$ cat src/rtl/core/rspp_pkg.sv
// ----------------------------------------------------------------------------
// rspp_pkg: shared types and constants of the sensor packet parser
// Event codes, sub-payload ids, the queue entry layout and the length check.
// ----------------------------------------------------------------------------
package rspp_pkg;

  // Result event codes
  typedef enum logic [1:0] {
    EV_BASIC   = 2'd0,
    EV_CLIFF   = 2'd1,
    EV_LEN_ERR = 2'd2,
    EV_END     = 2'd3
  } event_t;

  // Record bytes kept per sub-payload (the last byte of a basic record is unused)
  localparam int RecBytes = 14;
  localparam int RecIdxW  = $clog2(RecBytes);

  // Sub-payload ids
  localparam logic [7:0] ID_BASIC   = 8'h01;
  localparam logic [7:0] ID_DOCK_IR = 8'h03;
  localparam logic [7:0] ID_INERTIA = 8'h04;
  localparam logic [7:0] ID_CLIFF   = 8'h05;
  localparam logic [7:0] ID_CURRENT = 8'h06;
  localparam logic [7:0] ID_HW_VER  = 8'h0A;
  localparam logic [7:0] ID_FW_VER  = 8'h0B;
  localparam logic [7:0] ID_GYRO    = 8'h0D;
  localparam logic [7:0] ID_GPIO    = 8'h10;
  localparam logic [7:0] ID_UUID    = 8'h13;
  localparam logic [7:0] ID_CTRL    = 8'h15;

  // Charger byte codes
  localparam logic [7:0] CHG_DISCHARGING     = 8'd0;
  localparam logic [7:0] CHG_DOCK_CHARGED    = 8'd2;
  localparam logic [7:0] CHG_DOCK_CHARGING   = 8'd6;
  localparam logic [7:0] CHG_ADAPT_CHARGED   = 8'd18;
  localparam logic [7:0] CHG_ADAPT_CHARGING  = 8'd22;

  typedef logic [RecBytes-1:0][7:0] rec_t;

  typedef struct packed {
    event_t ev;
    rec_t   rec;
  } entry_t;

  typedef struct packed {
    logic   valid;
    entry_t entry;
  } slot_t;

  // len mod 6 == 2, via reciprocal multiply (exact for 8-bit len)
  function automatic logic mod6_is_two(input logic [7:0] len);
    logic [15:0] prod;
    logic [5:0]  quo;
    logic [8:0]  quo6;
    logic [8:0]  rem;
    prod = 16'(len) * 16'd171;
    quo  = prod[15:10];
    quo6 = 9'(quo) * 9'd6;
    rem  = {1'b0, len} - quo6;
    return rem == 9'd2;
  endfunction

  // Allowed length per id; unknown ids take any length
  function automatic logic length_ok(input logic [7:0] id, input logic [7:0] len);
    logic ok;
    case (id)
      ID_BASIC:   ok = (len == 8'h0F);
      ID_DOCK_IR: ok = (len == 8'h03);
      ID_INERTIA: ok = (len == 8'h07);
      ID_CLIFF:   ok = (len == 8'h06);
      ID_CURRENT: ok = (len == 8'h02);
      ID_HW_VER:  ok = (len == 8'h04);
      ID_FW_VER:  ok = (len == 8'h04);
      ID_GYRO:    ok = mod6_is_two(len);
      ID_GPIO:    ok = (len == 8'h10);
      ID_UUID:    ok = (len == 8'h0C);
      ID_CTRL:    ok = (len == 8'h15);
      default:    ok = 1'b1;
    endcase
    return ok;
  endfunction

endpackage

$ cat src/rtl/core/rspp_if.sv
// ----------------------------------------------------------------------------
// rspp_if: byte and result channels of the sensor packet parser
// Valid/ready channels; a beat moves when valid and ready are both high.
// ----------------------------------------------------------------------------
interface rspp_in_if;
  logic       valid;
  logic       ready;
  logic [7:0] frame_byte;
  logic       packet_start;

  modport source (output valid, frame_byte, packet_start, input ready);
  modport sink   (input valid, frame_byte, packet_start, output ready);
endinterface

interface rspp_out_if;
  logic                 valid;
  logic                 ready;
  rspp_pkg::event_t     event_res;
  logic [15:0]          word0;
  logic [15:0]          word1;
  logic [15:0]          word2;
  logic signed [7:0]    left_pwm;
  logic signed [7:0]    right_pwm;
  logic [2:0]           bump_bits;
  logic [1:0]           wheeldrop_bits;
  logic [2:0]           cliff_bits;
  logic [2:0]           button_bits;
  logic [2:0]           charge_state;
  logic [1:0]           overcurrent_bits;

  modport source (output valid, event_res, word0, word1, word2, left_pwm, right_pwm,
                  bump_bits, wheeldrop_bits, cliff_bits, button_bits, charge_state,
                  overcurrent_bits, input ready);
  modport sink   (input valid, event_res, word0, word1, word2, left_pwm, right_pwm,
                  bump_bits, wheeldrop_bits, cliff_bits, button_bits, charge_state,
                  overcurrent_bits, output ready);
endinterface

$ cat src/rtl/core/rspp_front.sv
// ----------------------------------------------------------------------------
// rspp_front: packet framing and sub-payload classification
// Tracks the frame position and sub-payload phase, gathers record bytes and
// pushes one queue entry for every byte that raises an event.
// ----------------------------------------------------------------------------
module rspp_front (
  input  logic            clk,
  input  logic            rst,
  rspp_in_if.sink         frame,
  output rspp_pkg::slot_t push,
  input  logic            push_ready
);

  typedef enum logic [1:0] {
    PH_ID   = 2'd0,
    PH_LEN  = 2'd1,
    PH_DATA = 2'd2
  } phase_t;

  localparam logic [8:0] PosMax = 9'd511;

  logic [8:0]  frame_pos, frame_pos_next;
  logic [7:0]  payload_len, payload_len_next;
  phase_t      sub_phase, sub_phase_next;
  logic [7:0]  sub_id, sub_id_next;
  logic [7:0]  sub_len, sub_len_next;
  logic [7:0]  sub_index, sub_index_next;
  logic        abort_flag, abort_flag_next;
  rspp_pkg::rec_t record;
  rspp_pkg::rec_t rec_snap;
  logic        rec_we;
  logic        beat;
  logic [9:0]  pos_ext;
  logic [9:0]  last_pos;
  logic [7:0]  idx_inc;

  assign frame.ready = push_ready;
  assign beat        = frame.valid && frame.ready;
  assign pos_ext     = {1'b0, frame_pos};
  assign last_pos    = {2'b0, payload_len} + 10'd2;
  assign idx_inc     = sub_index + 8'd1;

  // Record with the current data byte merged in
  always_comb begin
    rec_we   = (sub_phase == PH_DATA) && !abort_flag &&
               (sub_index < 8'(rspp_pkg::RecBytes));
    rec_snap = record;
    if (rec_we) begin
      rec_snap[sub_index[rspp_pkg::RecIdxW-1:0]] = frame.frame_byte;
    end
  end

  // Classify the beat
  always_comb begin
    frame_pos_next   = frame_pos;
    payload_len_next = payload_len;
    sub_phase_next   = sub_phase;
    sub_id_next      = sub_id;
    sub_len_next     = sub_len;
    sub_index_next   = sub_index;
    abort_flag_next  = abort_flag;
    push.valid       = 1'b0;
    push.entry.ev    = rspp_pkg::EV_END;
    push.entry.rec   = rec_snap;

    if (beat) begin
      if (frame.packet_start) begin
        frame_pos_next  = 9'd1;
        sub_phase_next  = PH_ID;
        sub_id_next     = '0;
        sub_len_next    = '0;
        sub_index_next  = '0;
        abort_flag_next = 1'b0;
      end else begin
        if (frame_pos < PosMax) begin
          frame_pos_next = frame_pos + 9'd1;
        end
        if (frame_pos == 9'd2) begin
          payload_len_next = frame.frame_byte;
          sub_phase_next   = PH_ID;
          sub_id_next      = '0;
          sub_len_next     = '0;
          sub_index_next   = '0;
          abort_flag_next  = 1'b0;
        end else if (frame_pos >= 9'd3 && pos_ext <= last_pos) begin
          if (!abort_flag) begin
            case (sub_phase)
              PH_ID: begin
                sub_id_next    = frame.frame_byte;
                sub_phase_next = PH_LEN;
              end
              PH_LEN: begin
                sub_len_next   = frame.frame_byte;
                sub_index_next = '0;
                if (!rspp_pkg::length_ok(sub_id, frame.frame_byte)) begin
                  abort_flag_next = 1'b1;
                  sub_phase_next  = PH_ID;
                  push.valid      = 1'b1;
                  push.entry.ev   = rspp_pkg::EV_LEN_ERR;
                end else begin
                  sub_phase_next = (frame.frame_byte == 8'd0) ? PH_ID : PH_DATA;
                end
              end
              PH_DATA: begin
                sub_index_next = idx_inc;
                if (idx_inc == sub_len) begin
                  sub_phase_next = PH_ID;
                  if (sub_id == rspp_pkg::ID_BASIC) begin
                    push.valid    = 1'b1;
                    push.entry.ev = rspp_pkg::EV_BASIC;
                  end else if (sub_id == rspp_pkg::ID_CLIFF) begin
                    push.valid    = 1'b1;
                    push.entry.ev = rspp_pkg::EV_CLIFF;
                  end
                end
              end
              default: begin
                sub_phase_next = PH_ID;
              end
            endcase
          end
        end else if (pos_ext == last_pos + 10'd1) begin
          push.valid    = 1'b1;
          push.entry.ev = rspp_pkg::EV_END;
        end
      end
    end
  end

  // Hold framing state
  always_ff @(posedge clk) begin
    if (rst) begin
      frame_pos   <= '0;
      payload_len <= '0;
      sub_phase   <= PH_ID;
      sub_id      <= '0;
      sub_len     <= '0;
      sub_index   <= '0;
      abort_flag  <= 1'b0;
    end else begin
      frame_pos   <= frame_pos_next;
      payload_len <= payload_len_next;
      sub_phase   <= sub_phase_next;
      sub_id      <= sub_id_next;
      sub_len     <= sub_len_next;
      sub_index   <= sub_index_next;
      abort_flag  <= abort_flag_next;
    end
  end

  // Store record bytes
  always_ff @(posedge clk) begin
    if (beat && !frame.packet_start) begin
      record <= rec_snap;
    end
  end

endmodule

$ cat src/rtl/core/rspp_queue.sv
// ----------------------------------------------------------------------------
// rspp_queue: event queue between framing and result decode
// Small circular buffer of classified entries with a fill count.
// ----------------------------------------------------------------------------
module rspp_queue #(
  parameter int DEPTH = 4
) (
  input  logic            clk,
  input  logic            rst,
  input  rspp_pkg::slot_t push,
  output logic            push_ready,
  output rspp_pkg::slot_t head,
  input  logic            pop
);

  localparam int PtrW = (DEPTH > 1) ? $clog2(DEPTH) : 1;
  localparam int CntW = $clog2(DEPTH + 1);

  rspp_pkg::entry_t slots [DEPTH];
  logic [PtrW-1:0]  wr_ptr;
  logic [PtrW-1:0]  rd_ptr;
  logic [CntW-1:0]  count;
  logic             push_fire;
  logic             pop_fire;

  assign push_ready = (count != CntW'(DEPTH));
  assign head.valid = (count != '0);
  assign head.entry = slots[rd_ptr];
  assign push_fire  = push.valid && push_ready;
  assign pop_fire   = pop && head.valid;

  // Advance pointers and count
  always_ff @(posedge clk) begin
    if (rst) begin
      wr_ptr <= '0;
      rd_ptr <= '0;
      count  <= '0;
    end else begin
      if (push_fire) begin
        wr_ptr <= (wr_ptr == PtrW'(DEPTH - 1)) ? '0 : wr_ptr + PtrW'(1);
      end
      if (pop_fire) begin
        rd_ptr <= (rd_ptr == PtrW'(DEPTH - 1)) ? '0 : rd_ptr + PtrW'(1);
      end
      case ({push_fire, pop_fire})
        2'b10:   count <= count + CntW'(1);
        2'b01:   count <= count - CntW'(1);
        default: count <= count;
      endcase
    end
  end

  // Write entries
  always_ff @(posedge clk) begin
    if (push_fire) begin
      slots[wr_ptr] <= push.entry;
    end
  end

endmodule

$ cat src/rtl/core/rspp_back.sv
// ----------------------------------------------------------------------------
// rspp_back: result decode and output register
// Pops queue entries, unpacks record fields, tracks the charger state and
// holds each result until the receiver takes the beat.
// ----------------------------------------------------------------------------
module rspp_back (
  input  logic            clk,
  input  logic            rst,
  input  rspp_pkg::slot_t head,
  output logic            pop,
  rspp_out_if.source      result
);

  logic [2:0] held_charge_state;
  logic [2:0] charge_next;
  rspp_pkg::rec_t rec;

  assign pop = head.valid && (!result.valid || result.ready);
  assign rec = head.entry.rec;

  // Map the charger byte, keep the old state on unknown codes
  always_comb begin
    case (rec[12])
      rspp_pkg::CHG_DISCHARGING:    charge_next = 3'd0;
      rspp_pkg::CHG_DOCK_CHARGED:   charge_next = 3'd1;
      rspp_pkg::CHG_DOCK_CHARGING:  charge_next = 3'd2;
      rspp_pkg::CHG_ADAPT_CHARGED:  charge_next = 3'd3;
      rspp_pkg::CHG_ADAPT_CHARGING: charge_next = 3'd4;
      default:                      charge_next = held_charge_state;
    endcase
  end

  // Hold control state
  always_ff @(posedge clk) begin
    if (rst) begin
      result.valid      <= 1'b0;
      held_charge_state <= 3'd0;
    end else begin
      if (pop) begin
        result.valid <= 1'b1;
        if (head.entry.ev == rspp_pkg::EV_BASIC) begin
          held_charge_state <= charge_next;
        end
      end else if (result.ready) begin
        result.valid <= 1'b0;
      end
    end
  end

  // Load the result fields
  always_ff @(posedge clk) begin
    if (pop) begin
      result.event_res        <= head.entry.ev;
      result.word0            <= '0;
      result.word1            <= '0;
      result.word2            <= '0;
      result.left_pwm         <= '0;
      result.right_pwm        <= '0;
      result.bump_bits        <= '0;
      result.wheeldrop_bits   <= '0;
      result.cliff_bits       <= '0;
      result.button_bits      <= '0;
      result.charge_state     <= '0;
      result.overcurrent_bits <= '0;
      case (head.entry.ev)
        rspp_pkg::EV_BASIC: begin
          result.word0            <= {rec[1], rec[0]};
          result.word1            <= {rec[6], rec[5]};
          result.word2            <= {rec[8], rec[7]};
          result.left_pwm         <= $signed(rec[9]);
          result.right_pwm        <= $signed(rec[10]);
          result.bump_bits        <= rec[2][2:0];
          result.wheeldrop_bits   <= rec[3][1:0];
          result.cliff_bits       <= rec[4][2:0];
          result.button_bits      <= rec[11][2:0];
          result.charge_state     <= charge_next;
          result.overcurrent_bits <= rec[13][1:0];
        end
        rspp_pkg::EV_CLIFF: begin
          result.word0 <= {rec[1], rec[0]};
          result.word1 <= {rec[3], rec[2]};
          result.word2 <= {rec[5], rec[4]};
        end
        default: begin
          result.word0 <= '0;
        end
      endcase
    end
  end

endmodule

$ cat src/rtl/core/robot_sensor_packet_parser.sv
// ----------------------------------------------------------------------------
// robot_sensor_packet_parser: sensor feedback packet parser, top level
// Framing front end, event queue and result decode back end.
// ----------------------------------------------------------------------------
// Usage:
//   frame  - one packet byte per beat, with packet_start on the first header
//            byte. Byte 2 is the payload length; the payload is a chain of
//            id/length/data sub-payloads, then one checksum byte.
//   result - at most one result per input beat: a basic sensor record, cliff
//            signals, a length error or the payload end marker.
// Throughput is one byte per cycle while the queue has a free slot. A result
// raised by a byte goes through the queue, then the output register. The front
// end takes a byte whenever the queue has a free slot, so it keeps accepting
// while a finished result waits; the queue depth sets how many results can
// pile up before frame.ready drops.
// Reset clears framing state, the queue and the held charger state; the first
// byte after reset counts as header byte 0. A stalled receiver holds the
// result register, then fills the queue, then stalls the byte channel.
// ----------------------------------------------------------------------------
module robot_sensor_packet_parser #(
  parameter int QUEUE_DEPTH = 4
) (
  input  logic       clk,
  input  logic       rst,
  rspp_in_if.sink    frame,
  rspp_out_if.source result
);

  rspp_pkg::slot_t push;
  rspp_pkg::slot_t head;
  logic            push_ready;
  logic            pop;

  rspp_front u_front (
    .clk        (clk),
    .rst        (rst),
    .frame      (frame),
    .push       (push),
    .push_ready (push_ready)
  );

  rspp_queue #(
    .DEPTH (QUEUE_DEPTH)
  ) u_queue (
    .clk        (clk),
    .rst        (rst),
    .push       (push),
    .push_ready (push_ready),
    .head       (head),
    .pop        (pop)
  );

  rspp_back u_back (
    .clk    (clk),
    .rst    (rst),
    .head   (head),
    .pop    (pop),
    .result (result)
  );

`ifndef SYNTHESIS
  // An event is raised only on an accepted beat, so the queue always has room
  a_push_room: assert property (@(posedge clk) disable iff (rst)
    push.valid |-> push_ready)
    else $error("event pushed into a full queue");

  // A pop always loads the output register
  a_pop_loads: assert property (@(posedge clk) disable iff (rst)
    pop |=> result.valid)
    else $error("popped entry did not reach the output");

  // Basic records carry a decoded charger state
  a_charge_range: assert property (@(posedge clk) disable iff (rst)
    (result.valid && result.event_res == rspp_pkg::EV_BASIC) |->
      (result.charge_state <= 3'd4))
    else $error("charger state out of range");

  // Non-basic results leave the record fields at zero
  a_zero_fields: assert property (@(posedge clk) disable iff (rst)
    (result.valid && result.event_res != rspp_pkg::EV_BASIC) |->
      (result.left_pwm == 8'sd0 && result.right_pwm == 8'sd0 &&
       result.bump_bits == 3'd0 && result.charge_state == 3'd0))
    else $error("record fields set on a non-basic result");
`endif

endmodule

$ cat src/flat_wrapper.sv
// flat-port wrapper written by rule: the top's interface ports become plain ports
module robot_sensor_packet_parser_flat 
#(
  parameter int QUEUE_DEPTH = 4
)
  (clk, rst, frame_valid, frame_frame_byte, frame_packet_start, frame_ready, result_valid, result_event_res, result_word0, result_word1, result_word2, result_left_pwm, result_right_pwm, result_bump_bits, result_wheeldrop_bits, result_cliff_bits, result_button_bits, result_charge_state, result_overcurrent_bits, result_ready);
  rspp_in_if frame_i ();
  rspp_out_if result_i ();
  input  logic clk;
  input  logic rst;
  input wire logic [$bits(frame_i.valid)-1:0] frame_valid;
  input wire logic [$bits(frame_i.frame_byte)-1:0] frame_frame_byte;
  input wire logic [$bits(frame_i.packet_start)-1:0] frame_packet_start;
  output wire logic [$bits(frame_i.ready)-1:0] frame_ready;
  output wire logic [$bits(result_i.valid)-1:0] result_valid;
  output wire logic [$bits(result_i.event_res)-1:0] result_event_res;
  output wire logic [$bits(result_i.word0)-1:0] result_word0;
  output wire logic [$bits(result_i.word1)-1:0] result_word1;
  output wire logic [$bits(result_i.word2)-1:0] result_word2;
  output wire logic [$bits(result_i.left_pwm)-1:0] result_left_pwm;
  output wire logic [$bits(result_i.right_pwm)-1:0] result_right_pwm;
  output wire logic [$bits(result_i.bump_bits)-1:0] result_bump_bits;
  output wire logic [$bits(result_i.wheeldrop_bits)-1:0] result_wheeldrop_bits;
  output wire logic [$bits(result_i.cliff_bits)-1:0] result_cliff_bits;
  output wire logic [$bits(result_i.button_bits)-1:0] result_button_bits;
  output wire logic [$bits(result_i.charge_state)-1:0] result_charge_state;
  output wire logic [$bits(result_i.overcurrent_bits)-1:0] result_overcurrent_bits;
  input wire logic [$bits(result_i.ready)-1:0] result_ready;
  assign frame_i.valid = frame_valid;
  assign frame_i.frame_byte = frame_frame_byte;
  assign frame_i.packet_start = frame_packet_start;
  assign frame_ready = frame_i.ready;
  assign result_valid = result_i.valid;
  assign result_event_res = result_i.event_res;
  assign result_word0 = result_i.word0;
  assign result_word1 = result_i.word1;
  assign result_word2 = result_i.word2;
  assign result_left_pwm = result_i.left_pwm;
  assign result_right_pwm = result_i.right_pwm;
  assign result_bump_bits = result_i.bump_bits;
  assign result_wheeldrop_bits = result_i.wheeldrop_bits;
  assign result_cliff_bits = result_i.cliff_bits;
  assign result_button_bits = result_i.button_bits;
  assign result_charge_state = result_i.charge_state;
  assign result_overcurrent_bits = result_i.overcurrent_bits;
  assign result_i.ready = result_ready;
  robot_sensor_packet_parser #(.QUEUE_DEPTH(QUEUE_DEPTH)) u_core (.clk(clk), .rst(rst), .frame(frame_i), .result(result_i));
endmodule
$ cat config.mk
export PLATFORM = sky130hd
export DESIGN_NAME = robot_sensor_packet_parser_flat
export DESIGN_NICKNAME = d
export VERILOG_FILES = /design/src/rtl/core/rspp_pkg.sv /design/src/rtl/core/rspp_if.sv /design/src/rtl/core/rspp_front.sv /design/src/rtl/core/rspp_queue.sv /design/src/rtl/core/rspp_back.sv /design/src/rtl/core/robot_sensor_packet_parser.sv /design/src/flat_wrapper.sv
export SDC_FILE = /design/constraint.sdc
export NUM_CORES = 1
export LEC_CHECK = 0
export BUFFER_PORTS_ARGS = -buffer_cell sky130_fd_sc_hd__buf_2
export CORE_ASPECT_RATIO = 1.75
export CORE_MARGIN = 2
export CORE_UTILIZATION = 45
export DETAILED_ROUTE_END_ITERATION = 10
export PLACE_DENSITY = 0.7
export SYNTH_ARGS = -nofsm -noshare
export SYNTH_HDL_FRONTEND = slang
export SYNTH_SLANG_ARGS = --single-unit
export TNS_END_PERCENT = 20
$ cat constraint.sdc
create_clock -name clk -period 16.6 [get_ports clk]
set_input_delay 2.49 -clock clk [delete_from_list [all_inputs] [get_ports clk]]
set_output_delay 2.49 -clock clk [all_outputs]
set_load 0.05 [all_outputs]
# Word-level counts from Yosys, hierarchy flattened
# Memories as Yosys holds them, arrays and structs flattened. A register that Yosys moved wholly into a read port is not among the register bits.
# Index checks and enable logic that the tools add are counted.
[totals] mem_count=1 inputBits=13 ramBits=456 output_inout_bits=84 reg_bits=249 word_cells=195
[mem_list] memory="u_core.u_queue.slots" words=4 width=114 read_ports=1 rd_ports_with_merged_regs=1 write_ports=1 line="rspp_queue.sv:19" source="rspp_pkg::entry_t slots [DEPTH];"
[op_classes] reduce_logical=35 n_mux=65 bitwise_logic=1 magnitude_cmp=6 n_eq_ne=38 mul=2 n_addsub=9
[ops] operator="$mux 8" n=15
[ops] operator="$bwmux 112" n=1
[ops] operator="$mux 112" n=1
[ops] operator="$pmux 16 s2" n=2
[ops] operator="$eq 8x3->1 const B" n=7
[ops] operator="$eq 8x5->1 const B" n=7
[ops] operator="$eq 8x4->1 const B" n=5
[ops] operator="$demux 8 s4" n=1
[ops] operator="$eq 8x2->1 const B" n=4
[ops] operator="$mux 3" n=10
[ops] operator="$mux 2" n=11
[ops] operator="$eq 9x2->1 const B" n=2
[ops] operator="$mux 9" n=2
[ops] operator="$logic_not 8->1" n=2
[ops] operator="$mul 8x8->16 const B" n=1
[ops] operator="$mux 1" n=16
[ops] operator="$pmux 8 s2" n=1
[ops] operator="$reduce_and 4->1" n=4
[ops] operator="$pmux 3 s5" n=1
[ops] operator="$pmux 3 s2" n=2
[ops] operator="$reduce_bool 3->1" n=4
[ops] operator="$add 9x1->10 const B" n=1
[ops] operator="$eq 9x10->1" n=1
[ops] operator="$pmux 1 s10" n=1
[ops] operator="32 further kinds" n=54

# Depth between registers and ports, before layout
[logic_depth] ltp_word=21 depth_mapped=35 depth_no_buf=34

# Hierarchy
# From an unflattened synthesis, not the netlist that was laid out.
[unflattened] hier_cells=1851 area_unflattened_um2=30334.1
[modules_own_cells] module="rspp_queue" instances=1 seq_area_each_um2=13873.3 cells_per_inst=648 area_each_um2=16928.7
[modules_own_cells] module="rspp_front" instances=1 seq_area_each_um2=4244.1 cells_per_inst=965 area_each_um2=9859.5
[modules_own_cells] module="rspp_back" instances=1 seq_area_each_um2=2542.4 cells_per_inst=238 area_each_um2=3545.9

# Worst setup path before layout
# Ideal clock, no wire load.
[synth_path] path_type="input to register" startpoint="in frame_frame_byte[1]" endpoint="mem u_core.u_queue.slots[0][0] (netlist name) (enable)" setup_slack_ns=3.170 required_ns=16.021 setup_ns=0.579 n_path_buf=0 path_stages=27 arrival_time_ns=12.851 cell_sequence="ha_1 > fa_1 > fa_1 > inv_1 > fa_1 > inv_1 > ha_1 > a21o_1 > a21oi_1 > o21ai_0 > a2111oi_0 > o21bai_1 > a21oi_1 > xnor2_1 > ha_1 > a21oi_1 > xor2_1 > xnor2_1 > ha_1 > o21a_1 > nor2_1 > a31oi_1 > a21o_1 > a211oi_2 > o41ai_1 > a21oi_1 > nor2b_1"
[synth_via] elab_chain_len=21 elab_cells_between_ends=30 cone_classes="add/sub (1); mul (2); eq/ne (10); mux (16); reduce/logical (1)"
[synth_rtl] element="start: declaration" line="flat_wrapper.sv:12" source="input wire logic [$bits(frame_i.frame_byte)-1:0] frame_frame_byte;"
[synth_rtl] element="$mul 8x8->16" line="rspp_pkg.sv:57" source="prod = 16'(len) * 16'd171;"
[synth_rtl] element="$mul 6x2->8" line="rspp_pkg.sv:59" source="quo6 = 9'(quo) * 9'd6;"
[synth_rtl] element="$sub 8x9->9" line="rspp_pkg.sv:60" source="rem = {1'b0, len} - quo6;"
[synth_rtl] element="$eq 9x2->1" line="rspp_pkg.sv:61" source="return rem == 9'd2;"
[synth_rtl] element="$pmux 1 s10 (*)" line="rspp_pkg.sv:67" source="case (id)"
[synth_rtl] element="$mux 1 (*)" line="rspp_front.sv:87" source="case (sub_phase)"
[synth_rtl] element="$mux 1 (*)" line="rspp_front.sv:86" source="if (!abort_flag) begin"
[synth_rtl] element="$mux 1 (*)" line="rspp_front.sv:85" source="end else if (frame_pos >= 9'd3 && pos_ext <= last_pos) begin"
[synth_rtl] element="(+5 left out)"
[synth_rtl] element="$mux 3 (*)" line="rspp_front.sv:86"
[synth_rtl] element="$mux 3 (*)" line="rspp_front.sv:85"
[synth_rtl] element="$mux 3 (*)" line="rspp_front.sv:78" source="if (frame_pos == 9'd2) begin"
[synth_rtl] element="$mux 3 (*)" line="rspp_front.sv:67" source="if (frame.packet_start) begin"
[synth_rtl] element="$mux 3 (*)" line="rspp_front.sv:66" source="if (beat) begin"
[synth_rtl] element="$logic_and 1x1->1 (*)" line="rspp_queue.sv:29" source="assign push_fire = push.valid && push_ready;"
[synth_rtl] element="$mux 1 (*)" line="rspp_queue.sv:55" source="if (push_fire) begin"
[synth_rtl] element="$mux 1 (not written as such) (*)" line="rspp_queue.sv:56" source="slots[wr_ptr] <= push.entry;"
[synth_rtl] element="end: declaration" line="rspp_queue.sv:19"
# Mark *: on every way between the ends. The rest lies on a longest branch, timed or not. The select of a mux whose other input is x is not followed.

# Final worst setup path
[layout_path] startpoint="in frame_frame_byte[0]" endpoint="reg u_core.u_queue.count[2]"
[layout_via] elab_chain_len=21 elab_cells_between_ends=32 cone_classes="add/sub (1); mul (2); eq/ne (12); mux (15); reduce/logical (2)"
[layout_rtl] element="$mul 8x8->16" line="rspp_pkg.sv:57"
[layout_rtl] element="$mul 6x2->8" line="rspp_pkg.sv:59"
[layout_rtl] element="$sub 8x9->9" line="rspp_pkg.sv:60"
[layout_rtl] element="$eq 9x2->1" line="rspp_pkg.sv:61"
[layout_rtl] element="$pmux 1 s10 (*)" line="rspp_pkg.sv:67"
[layout_rtl] element="$mux 1 (*)" line="rspp_front.sv:87"
[layout_rtl] element="$mux 1 (*)" line="rspp_front.sv:86"
[layout_rtl] element="$mux 1 (*)" line="rspp_front.sv:85"
[layout_rtl] element="(+5 left out)"
[layout_rtl] element="$mux 3 (*)" line="rspp_front.sv:86"
[layout_rtl] element="$mux 3 (*)" line="rspp_front.sv:85"
[layout_rtl] element="$mux 3 (*)" line="rspp_front.sv:78"
[layout_rtl] element="$mux 3 (*)" line="rspp_front.sv:67"
[layout_rtl] element="$mux 3 (*)" line="rspp_front.sv:66"
[layout_rtl] element="$logic_and 1x1->1 (*)" line="rspp_queue.sv:29"
[layout_rtl] element="$eq 2x1->1 or $eq 2x2->1 (tied branches)" line="rspp_queue.sv:45" source="case ({push_fire, pop_fire})"
[layout_rtl] element="$pmux 3 s2 or $reduce_bool 2->1 (tied branches)"
[layout_rtl] element="end signal: assignment" line="rspp_queue.sv:46" source="2'b10: count <= count + CntW'(1);"
[layout_rtl] element="end signal: assignment" line="rspp_queue.sv:47" source="2'b01: count <= count - CntW'(1);"
[layout_rtl] element="end signal: assignment" line="rspp_queue.sv:48" source="default: count <= count;"
[layout_rtl] element="end: declaration" line="rspp_queue.sv:22" source="logic [CntW-1:0] count;"
# Marks and branches as above.
# A chain may end at the register's enable or synchronous reset.

==> results.tsv <==
metric	value	unit
VDD IR max	0.000136	V
Final setup viols	0	
initial DRC count	1193	
number of synthesized flops with an enable pin	595	
post-route insts no fill	2728	
delay-heaviest family, CP	compound AO/OA/AOI/OAI gates	
clk buf depth	3	
CP Launch Type	input port	
Hold WC Path Type	flip-flop to flip-flop	
Max Freq	0.0881	GHz
Worst slew margin	0.251	
via count	15253	
drt wl/cell	21.2	µm
largest cells by area after synthesis	edfxtp_1 64%, mux4_2 7.9%, dfxtp_1 4.1%, ha_1 3.8%, mux2i_1 2.3%	
post-place setup slack	4.53	ns
row count	121	
final setup margin	5.24	ns
Static Leakage	10.6	nW
Seq pwr share	0.435	
First-pass DRT Iterations	5	
syn nets	1915	
clock share of power	0.268	
number of global-route vias before repair	15859	
top-area cell type share of the netlist area	0.638	
worst r2r path cells	15	
final setup skew	0.0348	ns
Critical Path RT	17.12	ns
n_diodes	0	
Initial Util	0.452	
I/O pin cnt	97	
RSZ-0062 raised after global routing	false	
Async SR Flop Fraction	0	
Remaining DRCs	0	
grt total ovfl	0	
multi-input logic area	0.00846	mm²
HPWL Detailed	36.4	mm
Avg Vias per Cell	5.59	
chip height	334	µm
start point of the worst min-delay path	u_core.u_front.sub_phase[1]$_SDFFE_PP0P_	
sequential area share after synthesis	0.679	
post-route ant nets	0	
maxcap violations	0	
crit share post-route	0.684	
# Post-CTS Setup Buffers	0	
Critical path buffers and inverters	4	
antenna violations before repair	1	
outcome	completed	
DRT Wirelength	57.8	mm
Power Density	155	mW/mm²
Total Nets Final	1998	
port bufs	96	
CP max-delay cell	a21oi_1	
area grow syn2layout	11.1	%
Seq cells post-synth	652	
critical setup path kind	input port to flip-flop	
Seq. cell area	0.0190	mm²
largest net degree at the start of global routing	65	
CTS Hold Bufs	0	
CTS tree	done	
Slew @ Worst Pin	1.12	ns
Logic pwr share	0.298	
Reg-to-Reg End	u_core.u_queue.slots[2][4]$_DFFE_PP_	
Fin Setup TNS	0	ns
Final min period	11.36	ns
FF-to-FF setup slack	11.05	ns
crit-path max FO	30	
WHS Path Cells	2	
H-tree depth	2	
Die Span X	193	µm
CP endpoint kind	flip-flop	
clk sink count	652	
Skew-Pair Late Insertion Delay	0.61	ns
global-route usage over all layers	0.182	
Core Box Area	0.0619	mm²
worst stage delay on the critical path	0.81	ns
Arrival @ worst endpoint	11.88	ns
fraction of layout cells with a size suffix above 1	0.163	
# placed instances	2626	
Synth area leader	edfxtp_1	
first-pass GRT wire length	89.8	mm
Yosys cell types	75	
clock root buffer	clkbuf_16	
sw frac	0.330	
Worst-path clk slew	0.07	ns
Post-synth top cells	595 x edfxtp_1, 121 x nand2_1, 112 x nor2_1	
die area	0.0643	mm²
Mapped Area	0.0280	mm²
Synth warnings	0	
Placer Congestion	0.803	
Synth Flop Type	edfxtp_1	
CTS buffer count	55	
Post-Synthesis Mean Instance Area	15.6	µm²
Hold Path End	u_core.u_front.sub_phase[1]$_SDFFE_PP0P_	
P_int	3.22	mW
most frequent cell after synthesis	edfxtp_1	
CTS resizes	0	
fin. max-slew vios	0	
R2R Path Start	u_core.u_front.payload_len[1]$_SDFFE_PP0P_	
fillers	5074	
Final Hold Fails	0	
switching power	1.59	mW
cells after synthesis	1801	
Min Hold Slack	0.482	ns
-- placed cells by master, fill, tap and decap left out, types with 6 or more instances in the layout --
cell / count
buf_2: 96
mux2_1: 15
nor3_1: 20
nor2b_1: 31
nand2_1: 121
nand2b_1: 6
a21o_1: 7
or3_1: 9
a21oi_1: 41
xor2_1: 25
a31oi_1: 9
nor3b_1: 8
ha_1: 86
nand3_1: 27
o2111ai_1: 8
nand4_1: 11
o21ai_0: 18
fa_1: 15
dfxtp_1: 55
xnor2_1: 21
buf_4: 18
clkbuf_1: 14
mux2i_1: 63
clkinv_2: 13
nor2_1: 110
bufinv_16: 6
edfxtp_1: 595
o21a_1: 7
inv_1: 63
clkbuf_16: 55
nor4_1: 9
and2_1: 39
mux4_2: 98
o21ai_1: 101
-- metal layers --
layer | routed length [µm] | vias up | global-route usage
met1 | 21400 | 7672 | 0.209
li1 | - | 7064 | -
met5 | 0 | - | 0
met3 | 2620 | 106 | 0.0205
met2 | 31800 | 411 | 0.344
met4 | 2020 | 0 | 0.0669
-- worst max path at each step --
stage	start	endpoint	slack, ns	cells after the start
2_1_floorplan	frame_frame_byte[1]	u_core.u_queue.slots[0][0]$_DFFE_PP_	3.17	27
3_3_place_gp	frame_frame_byte[0]	u_core.u_queue.slots[2][28]$_DFFE_PP_	4.75	31
3_5_place_dp	frame_frame_byte[0]	u_core.u_queue.count[2]$_SDFFE_PP0P_	4.53	32
4_1_cts	frame_frame_byte[0]	u_core.u_queue.count[2]$_SDFFE_PP0P_	5.17	32
5_1_grt	frame_frame_byte[0]	u_core.u_queue.slots[3][11]$_DFFE_PP_	4.52	31
6_report	frame_frame_byte[0]	u_core.u_queue.count[2]$_SDFFE_PP0P_	5.24	32
-- state kept, by name, indices dropped and copies added, names as in the netlist, 8 cells and up, named ones only --
name                            flops
u_core.u_front.record             101
u_core.u_queue.slots              412
u_core.u_front.sub_len              8
u_core.u_front.frame_pos            9
u_core.u_back.result.word0         16
u_core.u_front.sub_index            8
u_core.u_back.result.word1         16
u_core.u_front.payload_len          8
u_core.u_front.sub_id               8
u_core.u_back.result.word2         16
u_core.u_back.result.right_pwm      8
u_core.u_back.result.left_pwm       8
-- through the flow --
step | util | total power [mW] | area [µm²]
3_5_place_dp | 0.474 | 3.58 | 29300
2_1_floorplan | - | 3.26 | 28000
4_1_cts | 0.503 | 4.87 | 31100
3_3_place_gp | 0.474 | 3.55 | 29300
6_report | 0.503 | 4.81 | 31100
5_1_grt | 0.503 | 5.03 | 31100
-- logic make-up after synthesis --
| group | Yosys count | share of synthesized area |
|---|---|---|
| DFF | 652 | 0.679 |
| and+or+nand+nor | 433 | 0.0770 |
| AOI/OAI and AO/OA | 239 | 0.0515 |
| muxes | 176 | 0.107 |
| buffers and inverters | 153 | 0.0211 |
| adders and majority gates | 101 | 0.0491 |
| xor gates and xnor gates | 47 | 0.0152 |
-- area by class of cell --
cell class / count / share of cell area
tap: 799 / 0.0321
clock inverter: 30 / 0.0102
multi-input combinational: 996 / 0.272
sequential: 652 / 0.611
timing repair buffer: 114 / 0.0198
clock buffer: 72 / 0.0472
inverter: 65 / 0.00784
-- power by group through the flow --
stage                     Clock [mW]  Sequential (mW)  Combinational (mW)
after floorplan                    0             2.46               0.802
after global placement             0             2.13                1.42
after detailed placement           0             2.13                1.45
after CTS                       1.32             2.10                1.46
after global routing            1.37             2.11                1.56
final                           1.29             2.09                1.43
-- worst reg2reg max path: stages, from the launching register on --
cell and delay [ns]:
dfxtp_1 0.55, ha_1 0.43, nand2_1 0.12, nor2_1 0.28, xnor2_1 0.14, ha_1 0.29
nand2_1 0.06, a211o_1 0.24, a211oi_1 0.45, or2_2 0.24, nand4_1 0.08, nor4_1 0.35
a21oi_1 0.28, nor2b_4 0.19, buf_4 0.56, buf_4 0.85
Note: power is estimated with default switching activity, not from simulation.
